**config.mk**
```make
export PLATFORM = sky130hd
export DESIGN_NAME = three_axis_positioner_mode_controller
export DESIGN_NICKNAME = d
export VERILOG_FILES = /design/src/rtl/tapmc_pkg.sv /design/src/rtl/tapmc_collide.sv /design/src/rtl/tapmc_core.sv /design/src/rtl/three_axis_positioner_mode_controller.sv
export SDC_FILE = /design/constraint.sdc
export NUM_CORES = 1
export LEC_CHECK = 0
export CORE_MARGIN = 4
export CORE_UTILIZATION = 61
export CTS_BUF_LIST = sky130_fd_sc_hd__clkbuf_4 sky130_fd_sc_hd__clkbuf_8
export DETAILED_ROUTE_END_ITERATION = 6
export DONT_BUFFER_PORTS = 1
export HOLD_SLACK_MARGIN = 0.08
export PLACE_DENSITY = 0.77
export SLEW_MARGIN = 20
export SYNTH_ARGS = -nofsm -noshare
export SYNTH_HDL_FRONTEND = slang
export SYNTH_SLANG_ARGS = --single-unit
```
**constraint.sdc**
```tcl
create_clock -name clk -period 27.5 [get_ports clk]
set_input_delay 2.75 -clock clk [delete_from_list [all_inputs] [get_ports clk]]
set_output_delay 2.75 -clock clk [all_outputs]
set_load 0.1 [all_outputs]
```
**src/rtl/tapmc_pkg.sv**
```systemverilog
// Package with shared types, codes and constants of the positioner mode controller.
`default_nettype none
package tapmc_pkg;
  localparam int PosBits = 12;

  typedef logic [PosBits-1:0] pos_t;

  typedef enum logic [1:0] {
    MODE_DISABLE = 2'd0,
    MODE_CALIB   = 2'd1,
    MODE_COMMAND = 2'd2,
    MODE_SERVICE = 2'd3
  } mode_t;

  typedef enum logic [1:0] {
    AXIS_NONE = 2'd0,
    AXIS_X    = 2'd1,
    AXIS_Y    = 2'd2,
    AXIS_Z    = 2'd3
  } axis_t;

  localparam logic [1:0] KIND_TICK  = 2'd0;
  localparam logic [1:0] KIND_ACCEPT = 2'd1;
  localparam logic [1:0] KIND_DONE  = 2'd2;
  localparam logic [1:0] KIND_ERROR = 2'd3;

  localparam logic [15:0] ERR_INVALID  = 16'd0;
  localparam logic [15:0] ERR_DISABLED = 16'd1;
  localparam logic [15:0] ERR_BUSY     = 16'd2;

  localparam logic [3:0] CMD_HALT    = 4'd0;
  localparam logic [3:0] CMD_CALIB   = 4'd1;
  localparam logic [3:0] CMD_COMMAND = 4'd2;
  localparam logic [3:0] CMD_SERVICE = 4'd3;
  localparam logic [3:0] CMD_DISABLE = 4'd4;
  localparam logic [3:0] CMD_GOTO_X  = 4'd5;
  localparam logic [3:0] CMD_GOTO_Y  = 4'd6;
  localparam logic [3:0] CMD_GOTO_Z  = 4'd7;
  localparam logic [3:0] CMD_KEYSTEP = 4'd8;

  localparam logic [1:0] REG_HOLD    = 2'd0;
  localparam logic [1:0] REG_IDLE    = 2'd1;
  localparam logic [1:0] REG_POINTER = 2'd2;
  localparam logic [1:0] REG_BASE    = 2'd3;

  localparam logic [2:0] KEY_NONE    = 3'd0;
  localparam logic [2:0] KEY_X_MINUS = 3'd1;
  localparam logic [2:0] KEY_X_PLUS  = 3'd2;
  localparam logic [2:0] KEY_Y_MINUS = 3'd3;
  localparam logic [2:0] KEY_Y_PLUS  = 3'd4;
  localparam logic [2:0] KEY_Z_MINUS = 3'd5;
  localparam logic [2:0] KEY_Z_PLUS  = 3'd6;
  localparam logic [2:0] KEY_SPARE   = 3'd7;

  localparam logic [1:0] SCROLL_MID  = 2'd0;
  localparam logic [1:0] SCROLL_FAR  = 2'd1;
  localparam logic [1:0] SCROLL_LEFT = 2'd2;
  localparam logic [1:0] SCROLL_NONE = 2'd3;

  localparam int XMax    = 2580;
  localparam int XMid    = 1290;
  localparam int YMax    = 700;
  localparam int ZMaxKey = 1400;
  localparam int ZMaxCmd = 1350;
  localparam int ZCalib  = 1000;
  localparam int Step    = 10;
  localparam int Snap    = 20;

  // One accepted item as held in the input register.
  typedef struct packed {
    logic       op;
    logic [3:0] command_code;
    logic [7:0] param_low;
    logic [7:0] param_high;
    logic [2:0] key_code;
    logic       tool_present;
    logic       needle_present;
    logic       y_is_up;
    logic [1:0] scroll_place;
  } item_t;

  // Controller state carried from item to item.
  typedef struct packed {
    mode_t       current_mode;
    mode_t       requested_mode;
    logic        mode_entry;
    logic [11:0] hold_count;
    logic [11:0] idle_count;
    logic        key_latched;
    logic        keystep_on;
    logic        general_enable;
    logic        keyboard_enable;
    logic        power_state;
    logic        collision_state;
    pos_t [2:0]  axis_position;
    pos_t [2:0]  axis_target;
    axis_t       active_axis;
    logic        abort_pending;
  } ctl_state_t;

  // One result item.
  typedef struct packed {
    logic [1:0]  reply_kind;
    logic [15:0] reply_value;
    logic        mode_done;
    logic        move_done;
    logic        abort_done;
    logic [11:0] x_now;
    logic [9:0]  y_now;
    logic [10:0] z_now;
    logic [1:0]  mode_now;
    logic        power_on;
    logic        collision;
    logic [1:0]  moving_axis;
  } result_t;

  typedef struct packed {
    logic [11:0] hold_ticks;
    logic [11:0] idle_ticks;
    logic [11:0] pointer_width;
    logic [11:0] base_width;
  } cfg_t;
endpackage
`default_nettype wire

```
**src/rtl/tapmc_collide.sv**
```systemverilog
// Collision check of the pointer carriage against the scrolled base region.
`default_nettype none
module tapmc_collide
  import tapmc_pkg::*;
(
  input  wire logic [11:0] x_pos,
  input  wire logic [11:0] pointer_width,
  input  wire logic [11:0] base_width,
  input  wire logic [1:0]  scroll_place,
  output logic             hit
);
  logic signed [14:0] pmin, pmax, bmin, bmax;

  always_comb begin
    pmin = $signed({3'b000, x_pos}) - $signed({4'b0000, pointer_width[11:1]});
    pmax = $signed({3'b000, x_pos}) + $signed({4'b0000, pointer_width[11:1]});
    bmin = '0;
    bmax = '0;
    hit  = 1'b0;
    unique case (scroll_place)
      SCROLL_MID: begin
        bmin = 15'(XMid) - $signed({4'b0000, base_width[11:1]});
        bmax = 15'(XMid) + $signed({4'b0000, base_width[11:1]});
      end
      SCROLL_FAR: begin
        bmin = 15'(XMax) - $signed({3'b000, base_width});
        bmax = 15'(XMax);
      end
      SCROLL_LEFT: begin
        bmin = '0;
        bmax = $signed({3'b000, base_width});
      end
      default: begin
        bmin = 15'sd1;
        bmax = 15'sd0;
      end
    endcase
    if (scroll_place != SCROLL_NONE) begin
      hit = (pmin <= bmax && pmin >= bmin) || (pmax <= bmax && pmax >= bmin);
    end
  end
endmodule
`default_nettype wire

```
**src/rtl/tapmc_core.sv**
```systemverilog
// Next-state and result logic for one item: commands, mode rules and axis motion.
`default_nettype none
module tapmc_core
  import tapmc_pkg::*;
(
  input  wire item_t      item,
  input  wire cfg_t       cfg,
  input  wire ctl_state_t st,
  output ctl_state_t      st_next,
  output result_t         res
);
  ctl_state_t s;
  logic       pressed;
  logic       hit;
  logic       needle_en;
  logic       mode_done, move_done, abort_done;
  logic [1:0] kind;
  logic [15:0] value;
  logic [15:0] req_pos;
  logic [1:0]  ax;
  logic [15:0] lim;
  logic        calib;
  logic        stop_rules;
  logic [1:0]  ka;
  pos_t        kpos, ktop;
  logic signed [PosBits+1:0] d;

  tapmc_collide u_collide (
    .x_pos         (s.axis_position[0][11:0]),
    .pointer_width (cfg.pointer_width),
    .base_width    (cfg.base_width),
    .scroll_place  (item.scroll_place),
    .hit           (hit)
  );

  // Stage A: command or mode rules, producing s (pre-collision state).
  always_comb begin
    s          = st;
    kind       = KIND_TICK;
    value      = '0;
    mode_done  = 1'b0;
    pressed    = item.key_code != KEY_NONE;
    req_pos    = {item.param_high, item.param_low};
    ax         = 2'd0;
    lim        = '0;
    calib      = 1'b0;
    stop_rules = 1'b0;
    ka         = 2'(({1'b0, item.key_code} - 4'd1) >> 1);
    kpos       = '0;
    ktop       = '0;
    if (item.op) begin
      kind = KIND_ACCEPT;
      if (item.command_code == CMD_HALT) begin
        s.abort_pending = 1'b1;
      end else if (item.command_code >= CMD_CALIB && item.command_code <= CMD_DISABLE) begin
        s.requested_mode = (item.command_code == CMD_DISABLE) ? MODE_DISABLE :
                           mode_t'(item.command_code[1:0]);
      end else if (item.command_code >= CMD_GOTO_X && item.command_code <= CMD_GOTO_Z) begin
        ax  = 2'(item.command_code - CMD_GOTO_X);
        lim = (ax == 2'd0) ? 16'(XMax) : ((ax == 2'd1) ? 16'(YMax) : 16'(ZMaxCmd));
        if (req_pos == 16'(st.axis_position[ax])) begin
          kind  = KIND_DONE;
          value = req_pos;
        end else if (req_pos > lim) begin
          kind  = KIND_ERROR;
          value = ERR_INVALID;
        end else if (st.current_mode != MODE_COMMAND || !st.power_state) begin
          kind  = KIND_ERROR;
          value = ERR_DISABLED;
        end else if (st.active_axis != AXIS_NONE) begin
          kind  = KIND_ERROR;
          value = ERR_BUSY;
        end else begin
          s.axis_target[ax] = req_pos[PosBits-1:0];
          s.active_axis     = axis_t'(ax + 2'd1);
        end
      end else if (item.command_code == CMD_KEYSTEP) begin
        kind         = KIND_DONE;
        s.keystep_on = st.current_mode == MODE_COMMAND && item.param_low != 8'd0;
      end else begin
        kind  = KIND_ERROR;
        value = ERR_DISABLED;
      end
    end else begin
      if (st.requested_mode != st.current_mode) begin
        s.current_mode = st.requested_mode;
        s.mode_entry   = 1'b1;
        mode_done      = 1'b1;
      end
      unique case (s.current_mode)
        MODE_DISABLE: begin
          if (s.mode_entry) begin
            s.mode_entry = 1'b0;
            s.hold_count = cfg.hold_ticks;
          end
          s.general_enable  = 1'b0;
          s.keyboard_enable = 1'b0;
          s.keystep_on      = 1'b0;
          if (!pressed) s.hold_count = cfg.hold_ticks;
          else if (s.hold_count != '0) s.hold_count = s.hold_count - 12'd1;
          if (s.hold_count == '0) s.requested_mode = MODE_CALIB;
        end
        MODE_CALIB, MODE_COMMAND: begin
          calib = s.current_mode == MODE_CALIB;
          if (s.mode_entry) begin
            s.mode_entry = 1'b0;
            if (calib) s.idle_count = cfg.idle_ticks;
            s.key_latched = pressed;
          end
          s.general_enable = 1'b1;
          if (calib) begin
            s.keyboard_enable = 1'b1;
            s.keystep_on      = 1'b0;
            if (pressed) s.idle_count = cfg.idle_ticks;
            else if (s.idle_count != '0) s.idle_count = s.idle_count - 12'd1;
            if (s.idle_count == '0) begin
              s.requested_mode = MODE_DISABLE;
              stop_rules       = 1'b1;
            end
          end else begin
            s.keyboard_enable = s.keystep_on;
          end
          if (!stop_rules) begin
            if (s.key_latched) begin
              if (!pressed) s.key_latched = 1'b0;
            end else if (pressed) begin
              s.key_latched = 1'b1;
              if (calib) begin
                unique case (item.key_code)
                  KEY_X_MINUS: s.axis_target[0] = '0;
                  KEY_X_PLUS:  s.axis_target[0] =
                    (s.axis_target[0] == pos_t'(XMid)) ? pos_t'(XMax) : pos_t'(XMid);
                  KEY_Y_MINUS: s.axis_target[1] = '0;
                  KEY_Y_PLUS:  s.axis_target[1] = pos_t'(YMax);
                  KEY_Z_MINUS: s.axis_target[2] = '0;
                  KEY_Z_PLUS:  s.axis_target[2] = pos_t'(ZCalib);
                  default: ;
                endcase
                if (item.key_code != KEY_SPARE) begin
                  s.active_axis = axis_t'(ka + 2'd1);
                end
              end else if (s.keystep_on && item.key_code != KEY_SPARE) begin
                kpos = s.axis_position[ka];
                ktop = (ka == 2'd0) ? pos_t'(XMax) :
                       ((ka == 2'd1) ? pos_t'(YMax) : pos_t'(ZMaxKey));
                if (item.key_code[0]) begin
                  s.axis_target[ka] = (kpos < pos_t'(Step)) ? '0 : kpos - pos_t'(Step);
                end else begin
                  s.axis_target[ka] = (kpos > ktop - pos_t'(Step)) ? ktop :
                                      kpos + pos_t'(Step);
                end
                s.active_axis = axis_t'(ka + 2'd1);
              end
            end
          end
        end
        default: ;
      endcase
    end
  end

  // Stage B: enables, collision and axis motion on ticks.
  always_comb begin
    st_next    = s;
    move_done  = 1'b0;
    abort_done = 1'b0;
    needle_en  = item.tool_present ? !item.needle_present : 1'b1;
    d          = '0;
    if (!item.op) begin
      if (!s.general_enable) st_next.power_state = 1'b0;
      else if (pressed && s.keyboard_enable) st_next.power_state = 1'b1;
      else st_next.power_state = needle_en;
      st_next.collision_state = !item.y_is_up && hit;
      if (s.active_axis != AXIS_NONE) begin
        d = $signed({2'b00, s.axis_position[2'(s.active_axis) - 2'd1]}) -
            $signed({2'b00, s.axis_target[2'(s.active_axis) - 2'd1]});
        if (!st_next.power_state || s.abort_pending || st_next.collision_state) begin
          st_next.active_axis = AXIS_NONE;
        end else if (d < (PosBits+2)'(Snap) && d > -(PosBits+2)'(Snap)) begin
          st_next.axis_position[2'(s.active_axis) - 2'd1] =
            s.axis_target[2'(s.active_axis) - 2'd1];
          st_next.active_axis = AXIS_NONE;
          move_done = 1'b1;
        end else if (d > 0) begin
          st_next.axis_position[2'(s.active_axis) - 2'd1] =
            s.axis_position[2'(s.active_axis) - 2'd1] - pos_t'(Step);
        end else begin
          st_next.axis_position[2'(s.active_axis) - 2'd1] =
            s.axis_position[2'(s.active_axis) - 2'd1] + pos_t'(Step);
        end
      end
      if (s.abort_pending) begin
        st_next.abort_pending = 1'b0;
        abort_done = 1'b1;
      end
    end
    res.reply_kind  = kind;
    res.reply_value = value;
    res.mode_done   = mode_done;
    res.move_done   = move_done;
    res.abort_done  = abort_done;
    res.x_now       = st_next.axis_position[0][11:0];
    res.y_now       = st_next.axis_position[1][9:0];
    res.z_now       = st_next.axis_position[2][10:0];
    res.mode_now    = st_next.current_mode;
    res.power_on    = st_next.power_state;
    res.collision   = st_next.collision_state;
    res.moving_axis = st_next.active_axis;
  end
endmodule
`default_nettype wire

```
**src/rtl/three_axis_positioner_mode_controller.sv**
```systemverilog
// Top level of the three-axis positioner mode controller.
// An accepted item is held in the input register and worked out in one pass of logic
// by the core; its result item is captured in the result register when the pipeline advances.
// Throughput: one item per cycle; the input register and the result register both
// advance whenever the result register is empty or being taken.
// Reset (rst, synchronous): disable mode, axes at zero, no move, registers at their
// defaults (hold 20, idle 1200, pointer 200, base 400); no item is held.
`default_nettype none
module three_axis_positioner_mode_controller
  import tapmc_pkg::*;
(
  input  wire logic        clk,
  input  wire logic        rst,
  input  wire logic        in_valid,
  output logic             in_ready,
  input  wire logic        op,
  input  wire logic [3:0]  command_code,
  input  wire logic [7:0]  param_low,
  input  wire logic [7:0]  param_high,
  input  wire logic [2:0]  key_code,
  input  wire logic        tool_present,
  input  wire logic        needle_present,
  input  wire logic        y_is_up,
  input  wire logic [1:0]  scroll_place,
  input  wire logic        cfg_valid,
  output logic             cfg_ready,
  input  wire logic [1:0]  cfg_index,
  input  wire logic [11:0] cfg_data,
  output logic             out_valid,
  input  wire logic        out_ready,
  output logic [1:0]       reply_kind,
  output logic [15:0]      reply_value,
  output logic             mode_done,
  output logic             move_done,
  output logic             abort_done,
  output logic [11:0]      x_now,
  output logic [9:0]       y_now,
  output logic [10:0]      z_now,
  output logic [1:0]       mode_now,
  output logic             power_on,
  output logic             collision,
  output logic [1:0]       moving_axis
);
  item_t      item;
  logic       item_valid;
  cfg_t       cfg;
  ctl_state_t st, st_next;
  result_t    res, res_q;
  logic       advance;

  // The pipeline moves when the result slot is free or its item is taken.
  assign advance   = !out_valid || out_ready;
  assign in_ready  = advance;
  assign cfg_ready = 1'b1;

  tapmc_core u_core (
    .item    (item),
    .cfg     (cfg),
    .st      (st),
    .st_next (st_next),
    .res     (res)
  );

  always_ff @(posedge clk) begin
    if (rst) begin
      cfg.hold_ticks    <= 12'd20;
      cfg.idle_ticks    <= 12'd1200;
      cfg.pointer_width <= 12'd200;
      cfg.base_width    <= 12'd400;
    end else if (cfg_valid) begin
      unique case (cfg_index)
        REG_HOLD:    cfg.hold_ticks    <= cfg_data;
        REG_IDLE:    cfg.idle_ticks    <= cfg_data;
        REG_POINTER: cfg.pointer_width <= cfg_data;
        REG_BASE:    cfg.base_width    <= cfg_data;
      endcase
    end
  end

  // Input register: the item waits here for one pass through the core.
  always_ff @(posedge clk) begin
    if (rst) begin
      item_valid <= 1'b0;
    end else if (advance) begin
      item_valid <= in_valid;
    end
  end

  always_ff @(posedge clk) begin
    if (advance && in_valid) begin
      item <= '{op, command_code, param_low, param_high, key_code,
                tool_present, needle_present, y_is_up, scroll_place};
    end
  end

  // State and result register update together when an item leaves the core.
  always_ff @(posedge clk) begin
    if (rst) begin
      st.current_mode    <= MODE_DISABLE;
      st.requested_mode  <= MODE_DISABLE;
      st.mode_entry      <= 1'b1;
      st.hold_count      <= 12'd20;
      st.idle_count      <= 12'd1200;
      st.key_latched     <= 1'b0;
      st.keystep_on      <= 1'b0;
      st.general_enable  <= 1'b0;
      st.keyboard_enable <= 1'b0;
      st.power_state     <= 1'b0;
      st.collision_state <= 1'b0;
      st.axis_position   <= '0;
      st.axis_target     <= '0;
      st.active_axis     <= AXIS_NONE;
      st.abort_pending   <= 1'b0;
      out_valid          <= 1'b0;
    end else if (advance) begin
      out_valid <= item_valid;
      if (item_valid) st <= st_next;
    end
  end

  always_ff @(posedge clk) begin
    if (advance && item_valid) res_q <= res;
  end

  assign reply_kind  = res_q.reply_kind;
  assign reply_value = res_q.reply_value;
  assign mode_done   = res_q.mode_done;
  assign move_done   = res_q.move_done;
  assign abort_done  = res_q.abort_done;
  assign x_now       = res_q.x_now;
  assign y_now       = res_q.y_now;
  assign z_now       = res_q.z_now;
  assign mode_now    = res_q.mode_now;
  assign power_on    = res_q.power_on;
  assign collision   = res_q.collision;
  assign moving_axis = res_q.moving_axis;

  a_hold_result: assert property (@(posedge clk) disable iff (rst)
    out_valid && !out_ready |=> out_valid && $stable(res_q))
    else $error("result changed while stalled");
  a_state_hold: assert property (@(posedge clk) disable iff (rst)
    !(advance && item_valid) |=> $stable(st))
    else $error("state changed without an item");
  a_done_tick: assert property (@(posedge clk) disable iff (rst)
    out_valid && reply_kind != KIND_TICK |-> !mode_done && !move_done && !abort_done)
    else $error("tick event on a command reply");
  a_move_ends: assert property (@(posedge clk) disable iff (rst)
    out_valid && move_done |-> moving_axis == AXIS_NONE)
    else $error("move done with axis still active");
endmodule
`default_nettype wire
```
# == After elaboration in Yosys (flattened, before gate mapping) ==
# Index checks and enable logic that the tools add are counted.
# totals
reg_bits,249
inputBits,48
out_inout_bits,63
word_cells,303
# op_classes
add_sub_neg,18
n_lt_le_gt_ge,20
eq_ne,32
mux,128
bitwise,3
n_reduce_logical,53
# op_table
operator,n
two-way mux 38 bit,15
two-way mux 12 bit,23
bitwise mux 36 bit,6
two-way mux 36 bit,5
binary-select mux 12 bit (select 2 bit),4
two-way mux 16 bit,5
demux 12 bit (select 2 bit),3
one-hot mux 12 bit (2 select lines),3
two-way mux 13 bit,5
one-hot mux 15 bit (3 select lines),1
two-way mux 2 bit,21
one-hot mux 12 bit (3 select lines),1
"subtractor 12 x 4 -> 12 bit, second input constant",3
two-way mux 1 bit,31
"adder 12 x 4 -> 12 bit, second input constant",2
logical NOT 12 bit,2
nonzero test 12 bit,2
"subtractor 12 x 1 -> 12 bit, second input constant",2
two-way mux 11 bit,2
equality test 16 x 12 -> 1 bit,1
> comparator 16 bit,1
>= comparator 14 x 15 -> 1 bit,1
>= comparator 15 bit,1
<= comparator 14 x 15 -> 1 bit,1
52 further kinds,113

# == Depth between registers and ports, before layout ==
# Gate-level depths: netlist (run 1).
# depth
depth_word,33
mapped_depth,46
mapped_depth_nobuf,42

# == By module ==
# Synthesis (run 1) repeated with hierarchy kept, for this count alone.
# hier_totals
hier_cells,2618
hier_area_um2,21124.0
# modules_own_cells
module,instances,cells_each,area_per_inst_um2,seq_area_each_um2
three_axis_positioner_mode_controller,1,812,9216.3,5875.6
tapmc_core,1,1339,8668.3,0.0
tapmc_collide,1,467,3239.4,0.0

# == Worst setup path before layout (run 1) ==
# OpenSTA, ideal clock, no wires.
# synth_timing
path_type,flip-flop to flip-flop
start,"reg, netlist name st[106]"
end,reg res_q (netlist bit x_now[8]) (data pin)
setup_ns,0.260
t_arrival_ns,9.501
t_required_ns,27.240
slack_ns,17.739
path_stages_with_launch,45
path_buffers,9
period_less_slack_ns,9.761
cell_sequence,dfxtp_1 > clkbuf_1 > ha_1 > inv_1 > a31oi_4 > buf_6 > mux2i_1 > ha_1 > clkbuf_1 > inv_1 > a31oi_1 > mux2i_1 > o211ai_1 > o221ai_1 > or2_0 > buf_2 > nor3_1 > nor2_1 > (+9 left out) > inv_1 > ha_1 > inv_1 > fa_1 > a21o_1 > a21oi_1 > o21bai_1 > a21oi_1 > xor2_1 > nand3_1 > or3_1 > o31a_1 > buf_1 > o21a_1 > a32oi_1 > mux2i_1 > nor2_1 > mux2_2
# synth_lines
element,line_no,source
end signal: assignment,three_axis_positioner_mode_controller.sv:122,if (advance && item_valid) res_q <= res;
end: declaration,three_axis_positioner_mode_controller.sv:48,"result_t res, res_q;"

==> metrics.yaml, run 1 <==
cts_root_buffer: "clkbuf_8"
finClkSkew_ps: 26.4
wirelength_um: 65400
design.die.area_mm2: 0.0351
max-clock-path-buffers: 3
timing.critical_path.fanout_max: 38
pwr-share-seq_pct: 44.0
gpl.final_weighted_congestion: 1.02
synth_cell_types: 111
worstPathRequired_ps: 27980
port_buffers: 0
worst_slew_pin_slew_ps: 1150
gr_overflow_total: 0
drive_gt1_share_pct: 9.48
crit_slowest_cell: "nor3_1"
relSlewSlack_pct: 23.3
clock-sinks: 248
dr_total_vias: 19400
cts_hold_buffers: 0
final_util_pct: 65.6
postSynthCellCount: 2450
insertion_delay_ps: 620
drv_slew: 0
ys_warn_count: 0
ys_dominant_reg_cell: "dfxtp_1"
cellLeakagePower_uw: 0.00783
timing.critical_path.from_type: "register"
cts_clock_pin_slew_for_the_worst_setup_and_hold_paths_ps: 60
layout_worst_path_cycle_share_pct: 43.0
post_syn_area_per_cell_um2: 8.02
critPathKind: "reg -> reg"
grt_first_pass_wirelength_um: 102000
cts_htree_levels: 2
final-hold-violation-count: 0
peak_vdd_ir_uv: 57.2
cpMostUsedCell: "inv_1"
power.density_cell_area_mw_per_mm2: 47.4
synthArstFlopShare_pct: 0
netlist_area_mm2: 0.0197
antenna_found_initial: 1
place.detailed.hpwl_um: 48400
multi_input_gate_area_mm2: 0.0128
power_frac_comb_pct: 18.8
mostFrequentLayoutCell: "nand2_1"
timing.critical_path.to_type: "register"
period_minus_slack_ps: 11830
status: "complete, no violations"
post_cts_resize_count: 0
power.total_uw: 983
initial_utilization_pct: 62.1
max_freq_mhz: 84.6
fillerInstances: 2696
cap_viol_max_count: 0
most-common-layout-cells: "nand2_1 (331), nor2_1 (226), a21oi_1 (196), dfxtp_1 (159), ha_1 (132)"
critPathMaxStageDelay_ps: 680
post-cts-setup-buffer-count: 0
number_of_global_route_vias_before_repair: 18200
wl_per_cell_um: 23.2
ios: 111
final_net_count: 2564
n_antenna_cell: 0
number_of_buffers_created_by_cts: 42
crit_arrival_ps: 12300
synth_sequential_area_ratio_pct: 29.8
worst_hold_path_type: "reg -> reg"
place_inst: 2739
synth_edf_count: 89
grt_start_max_net_pins: 124
std_cell_rows: 65
setup_tns_ps: 0
synth.ff_latch_count: 248
cts_tree: "done"
share_clk_of_total_power_pct: 37.2
areaGrowthSynthToFinish_pct: 5.55
die-width_um: 187
antenna_left: 0
unrepaired_setup_endpoints_after_global_routing: "false"
firstDrtPassIters: 6
core-area_mm2: 0.0316
final-setup-viol-count: 0
post-route-drc-count: 0
grt_use_total_pct: 36.0
post_layout_nonfiller_instances: 2817
switchingPower_uw: 322
first_iter_violations: 2222
p_int_uw: 662
viasPerCell: 6.89
die_extent_in_y_um: 187
p_sw_share_pct: 32.7
seqCellArea_mm2: 0.00586
==> worst max-delay path, delay by kind of cell (launching register included) <==
kind            cells  cell delay, ps
compound gates     10            2980
simple gates       11            2860
mux                 5            1760
fa+ha+maj           4            1700
buf+inv             7            1660
flops               1             370
xor+xnor            2             310
==> through the flow <==
step	hold slack (ps)	cell area (µm²)	setup WS (ps)
6_report	463	20700	15670
3_5_place_dp	444	19800	16000
2_1_floorplan	436	19700	17740
5_1_grt	475	20700	14650
4_1_cts	453	20700	15940
3_3_place_gp	440	19800	16330
==> final timing paths <==
path	start	to	slack, ps	cells after the start
worst min register to register	st[16]	st[16]	460	2
worst max register to register	st[107]	x_now[3]	15670	39
worst min-delay path	st[16]	st[16]	460	2
worst max-delay path	st[107]	x_now[3]	15670	39
==> routing by layer <==
layer  share of wire (%)  GRT usage [%]  wire length, µm
met1                  42           49.9            27600
met2                  43           54.8            28100
met5               0.020              0               13
met3                  11           8.38             7180
met4                 3.9           13.8             2550
==> sequential cells by signal, summed over array words and instances, names as in the netlist, named ones only <==
signal       count
move_done        1
z_now           11
reply_value     16
st             107
cfg             47
out_valid        1
item_valid       1
mode_now         2
x_now           12
mode_done        1
item            29
power_on         1
collision        1
abort_done       1
moving_axis      2
y_now           10
reply_kind       2
==> area by class of cell <==
cell class / instances / area share [%]
Multi-Input combinational cell: 1939 / 61.7
Sequential cell: 248 / 28.2
Clock buffer: 60 / 3.59
Tap cell: 402 / 2.43
Inverter: 126 / 2.30
Timing Repair Buffer: 24 / 0.869
Clock inverter: 18 / 0.833
==> power by group through the flow <==
| stage | logic (µW) | registers [µW] | clock network, µW |
|---|---|---|---|
| after floorplan | 142 | 431 | 0 |
| after global placement | 175 | 439 | 0 |
| after detailed placement | 179 | 439 | 0 |
| after CTS | 180 | 432 | 369 |
| after global routing | 203 | 433 | 387 |
| final | 185 | 432 | 366 |
==> cells by family after synthesis <==
logic type                 synth area share, %
and+or+nand+nor                           21.0
AOI/OAI and AO/OA                         25.8
buffers and inverters                     5.27
DFF                                       29.8
adders and majority gates                 8.76
muxes                                     6.45
xor gates and xnor gates                  2.97
other                                   0.0382
==> synth_stat cells, drive strengths merged (13+ instances only) <==
| master | instances | area share (%) |
|---|---|---|
| nand2 | 331 | 6.3 |
| nor2 | 228 | 4.4 |
| a21oi | 198 | 5.1 |
| dfxtp | 159 | 16 |
| ha | 132 | 8.4 |
| inv | 123 | 2.4 |
| o21ai | 123 | 3.1 |
| clkbuf | 104 | 2.0 |
| edfxtp | 89 | 14 |
| nor3 | 63 | 1.6 |
| nand3 | 59 | 1.5 |
| mux2 | 58 | 3.4 |
| mux2i | 58 | 3.0 |
| a22oi | 40 | 1.6 |
| a211oi | 39 | 1.5 |
| a31oi | 39 | 1.5 |
| o21a | 39 | 1.5 |
| xnor2 | 39 | 1.9 |
| buf | 36 | 0.85 |
| nand4 | 33 | 1.1 |
| nor4 | 31 | 1.1 |
| o211ai | 30 | 1.2 |
| o22ai | 26 | 0.83 |
| xor2 | 25 | 1.1 |
| nand2b | 21 | 0.67 |
| a21o | 19 | 0.73 |
| or2 | 18 | 0.57 |
| a2111oi | 16 | 1.1 |
| and2 | 15 | 0.48 |
| and3 | 15 | 0.48 |
| o32ai | 15 | 0.71 |
| nor2b | 14 | 0.45 |
| or3 | 14 | 0.47 |
| o21bai | 13 | 0.52 |
(Power assumes the default switching activity.)
==> run 2, diff against run 1 <==
--- a/config.mk
+++ b/config.mk
@@ -5,13 +5,14 @@
 export SDC_FILE = /design/constraint.sdc
 export NUM_CORES = 1
 export LEC_CHECK = 0
+export ABC_AREA = 1
 export CORE_MARGIN = 4
 export CORE_UTILIZATION = 61
 export CTS_BUF_LIST = sky130_fd_sc_hd__clkbuf_4 sky130_fd_sc_hd__clkbuf_8
 export DETAILED_ROUTE_END_ITERATION = 6
 export DONT_BUFFER_PORTS = 1
 export HOLD_SLACK_MARGIN = 0.08
-export PLACE_DENSITY = 0.77
+export PLACE_DENSITY = 0.8
 export SLEW_MARGIN = 20
 export SYNTH_ARGS = -nofsm -noshare
 export SYNTH_HDL_FRONTEND = slang
==> constraint.sdc (replaced) <==
create_clock -name clk -period 10.1 [get_ports clk]
set_input_delay 1.01 -clock clk [delete_from_list [all_inputs] [get_ports clk]]
set_output_delay 1.01 -clock clk [all_outputs]
set_load 0.1 [all_outputs]
==> run 2 against run 1 <==
Critical path depth rose by 13. Sequential share of layout area fell by 0.69 points. Non-clock buffer count increased by 10. Sequential cell count unchanged. Power grew to 3.3 times the previous value. Fmax grew 26%. Register-to-register slack lost 15000 ps. Global-route usage rose by 2.5 points. Worst hold slack better by 3.2 ps.
==> metrics.yaml, run 2 <==
status: "complete, no violations"
timing.critical_path.to_type: "register"
wirelength_um: 71500  # +9.3%
antenna_left: 0  # unchanged
antenna_found_initial: 0  # -1
critPathKind: "reg -> reg"
cap_viol_max_count: 0  # unchanged
largest_registers: "st x107, cfg x47, item x29"
postSynthCellCount: 2980  # +22%
insertion_delay_ps: 610  # about the same
place.detailed.hpwl_um: 53600  # +11%
clock-sinks: 248  # unchanged
number_of_buffers_created_by_cts: 43  # +2.4%
netlist_area_mm2: 0.0199  # +1.4%
post-synth-top-count-cell: "nand2_1"
number_of_global_route_vias_before_repair: 19800  # +8.9%
cellLeakagePower_uw: 0.00975  # +24%
grt_use_total_pct: 38.5  # +2.5 points
setup_slack_after_placement_ps: 196  # -15810 ps
timing.critical_path.fanout_max: 14  # -63%
worst_slew_pin_slew_ps: 1100  # -46.3 ps
dr_total_vias: 21600  # +11%
cts_htree_levels: 2  # unchanged
critPathMaxStageDelay_ps: 440  # -240 ps
gpl.final_weighted_congestion: 1.06  # +4.5%
synth_commonest_cells: "nand2_1 (582), inv_1 (424), a21oi_1 (323), o21ai_0 (271), nand3_1 (211)"
most-common-layout-cells: "nand2_1 (581), inv_1 (423), a21oi_1 (323), o21ai_0 (271), nand3_1 (211)"
final-setup-viol-count: 0  # unchanged
viasPerCell: 6.33  # -8.2%
setup_tns_ps: 0  # unchanged
max_freq_mhz: 107  # +26%
cpMostUsedCell: "nand2_1"
final_net_count: 3125  # +22%
die_extent_in_y_um: 189  # +0.68%
gr_overflow_total: 0  # unchanged
setup_slack_ps: 729  # -14940 ps
postPlaceCellArea_mm2: 0.0202  # +2.1%
crit_slowest_cell: "edfxtp_1"
synthArstFlopShare_pct: 0  # unchanged
power.total_uw: 3270  # +230%
synth_cell_types: 63  # -43%
design.die.area_mm2: 0.0356  # +1.4%
largest_register: "st"
synth_top_area_cell: "dfxtp_1"
period_minus_slack_ps: 9370  # -2460 ps
port_buffers: 0  # unchanged
crit_arrival_ps: 9700  # -2600 ps
ys_dominant_reg_cell: "dfxtp_1"
synth_top_area_share_pct: 16.0  # -0.23 points
synth_sequential_area_ratio_pct: 29.4  # -0.42 points
core-area_mm2: 0.0319  # +0.77%
power.density_cell_area_mw_per_mm2: 154  # +220%
first_iter_violations: 3418  # +54%
firstDrtPassIters: 7  # +1
max-clock-path-buffers: 3  # unchanged
largest_reg_flops: 107  # unchanged
worst_hold_path_type: "reg -> reg"
relSlewSlack_pct: 25.7  # +2.4 points
wl_per_cell_um: 21.0  # -9.7%
grt_first_pass_wirelength_um: 111000  # +8.1%
reg2reg_setup_slack_ps: 730  # -14940 ps
synth_edf_count: 89  # unchanged
layout_worst_path_cycle_share_pct: 92.8  # +50 points
cts_clock_pin_slew_for_the_worst_setup_and_hold_paths_ps: 60  # about the same
die-width_um: 189  # +0.68%
drv_slew: 0  # unchanged
mostFrequentLayoutCell: "nand2_1"
initial_utilization_pct: 62.5  # +0.40 points
std_cell_rows: 65  # unchanged
final-hold-violation-count: 0  # unchanged
post_syn_area_per_cell_um2: 6.69  # -17%
grt_start_max_net_pins: 97  # -22%
netlist_top_cells_area: "dfxtp_1 (16%), edfxtp_1 (13%), nand2_1 (11%)"
cts_tree: "done"
peak_vdd_ir_uv: 148  # +160%
final_util_pct: 66.7  # +1.1 points
unrepaired_setup_endpoints_after_global_routing: "false"
cts_root_buffer: "clkbuf_8"
timing.critical_path.from_type: "register"
post-route-drc-count: 0  # unchanged
drive_gt1_share_pct: 6.02  # -3.5 points
areaGrowthSynthToFinish_pct: 6.67
post-route-cell-area_mm2: 0.0213  # +2.5%
synth.ff_latch_count: 248  # unchanged
ios: 111  # unchanged
worstPathRequired_ps: 10430  # -17550 ps
ys_warn_count: 0  # unchanged
finClkSkew_ps: 42.6  # +16.2 ps
==> run 2: cell types whose count changed in the layout (fill, tap and decap cells not counted), sizes merged, moves of 21 or more <==
cell / before / now
a211oi: 39 / 8
nor3: 63 / 39
mux2i: 58 / 1
a21oi: 198 / 323
xnor2: 39 / 7
nand2: 331 / 606
nand2b: 21 / 0
o211ai: 30 / 67
mux2: 58 / 0
xor2: 25 / 48
o21ai: 123 / 298
nand3: 59 / 214
o21a: 39 / 11
inv: 125 / 435
==> run 2: worst paths after layout <==
path / end / start / depth (start not counted)
max: x_now[11] / item[5] / 52
min: st[97] / st[97] / 2
max reg2reg: x_now[11] / item[5] / 52
min reg2reg: st[97] / st[97] / 2
==> run 2: cell type report <==
class,instances,area (µm²)
fill,2827,10600
antenna,1,2.50
tap,435,544
inverter,445,1670
clock inverter,22,278
timing repair buffer,34,255
clock buffer,57,728
sequential,248,5860
multi-input combinational,2169,11900
==> run 2: per-stage QoR <==
stage	cells	hold WS, ps
after floorplan	2983	431
after global routing	3410	486
after CTS	3408	467
after detailed placement	3329	451
final	3411	466
after global placement	3329	446
==> run 2: power breakdown <==
group	leakage, µW	total [µW]	internal [µW]	switching, µW
Clock	0.000514	1090	631	458
Combinational	0.00707	956	292	664
Sequential	0.00216	1230	1090	136
==> run 2: timing repair <==
action                                  4_1_cts  5_1_grt
endpoints found under the setup margin        0       73
setup buffers                                 0        2
resized for setup                             0        3
hold buffers                                  0        0
endpoints found under the hold margin         0        0
==> run 2: metal layers <==
layer	vias to the layer above	global-route usage (%)	wire [µm]
li1	9982	-	-
met2	1583	57.5	29900
met4	0	15.4	3230
met3	272	8.89	9780
met5	-	0	0
met1	9754	54.1	28600
==> run 2: critical path, delay by kind of cell, from the launching register on <==
family	cells	cell delay, ps
adder cells (fa/ha/maj)	4	1350
AND/OR/NAND/NOR	27	3570
buffers and inverters	10	1500
XOR/XNOR	1	220
flip-flops	1	440
AO/OA/AOI/OAI	10	2040
==> run 2: kinds of logic after synthesis <==
kind of cell / count (synthesis) / share of synthesized area (%)
muxes: 1 / 0.0502
xor gates and xnor gates: 55 / 2.42
buffers and inverters: 566 / 11.0
AOI/OAI and AO/OA: 828 / 23.4
DFF: 248 / 29.4
adders and majority gates: 136 / 8.65
other: 2 / 0.0377
and+or+nand+nor: 1144 / 25.0
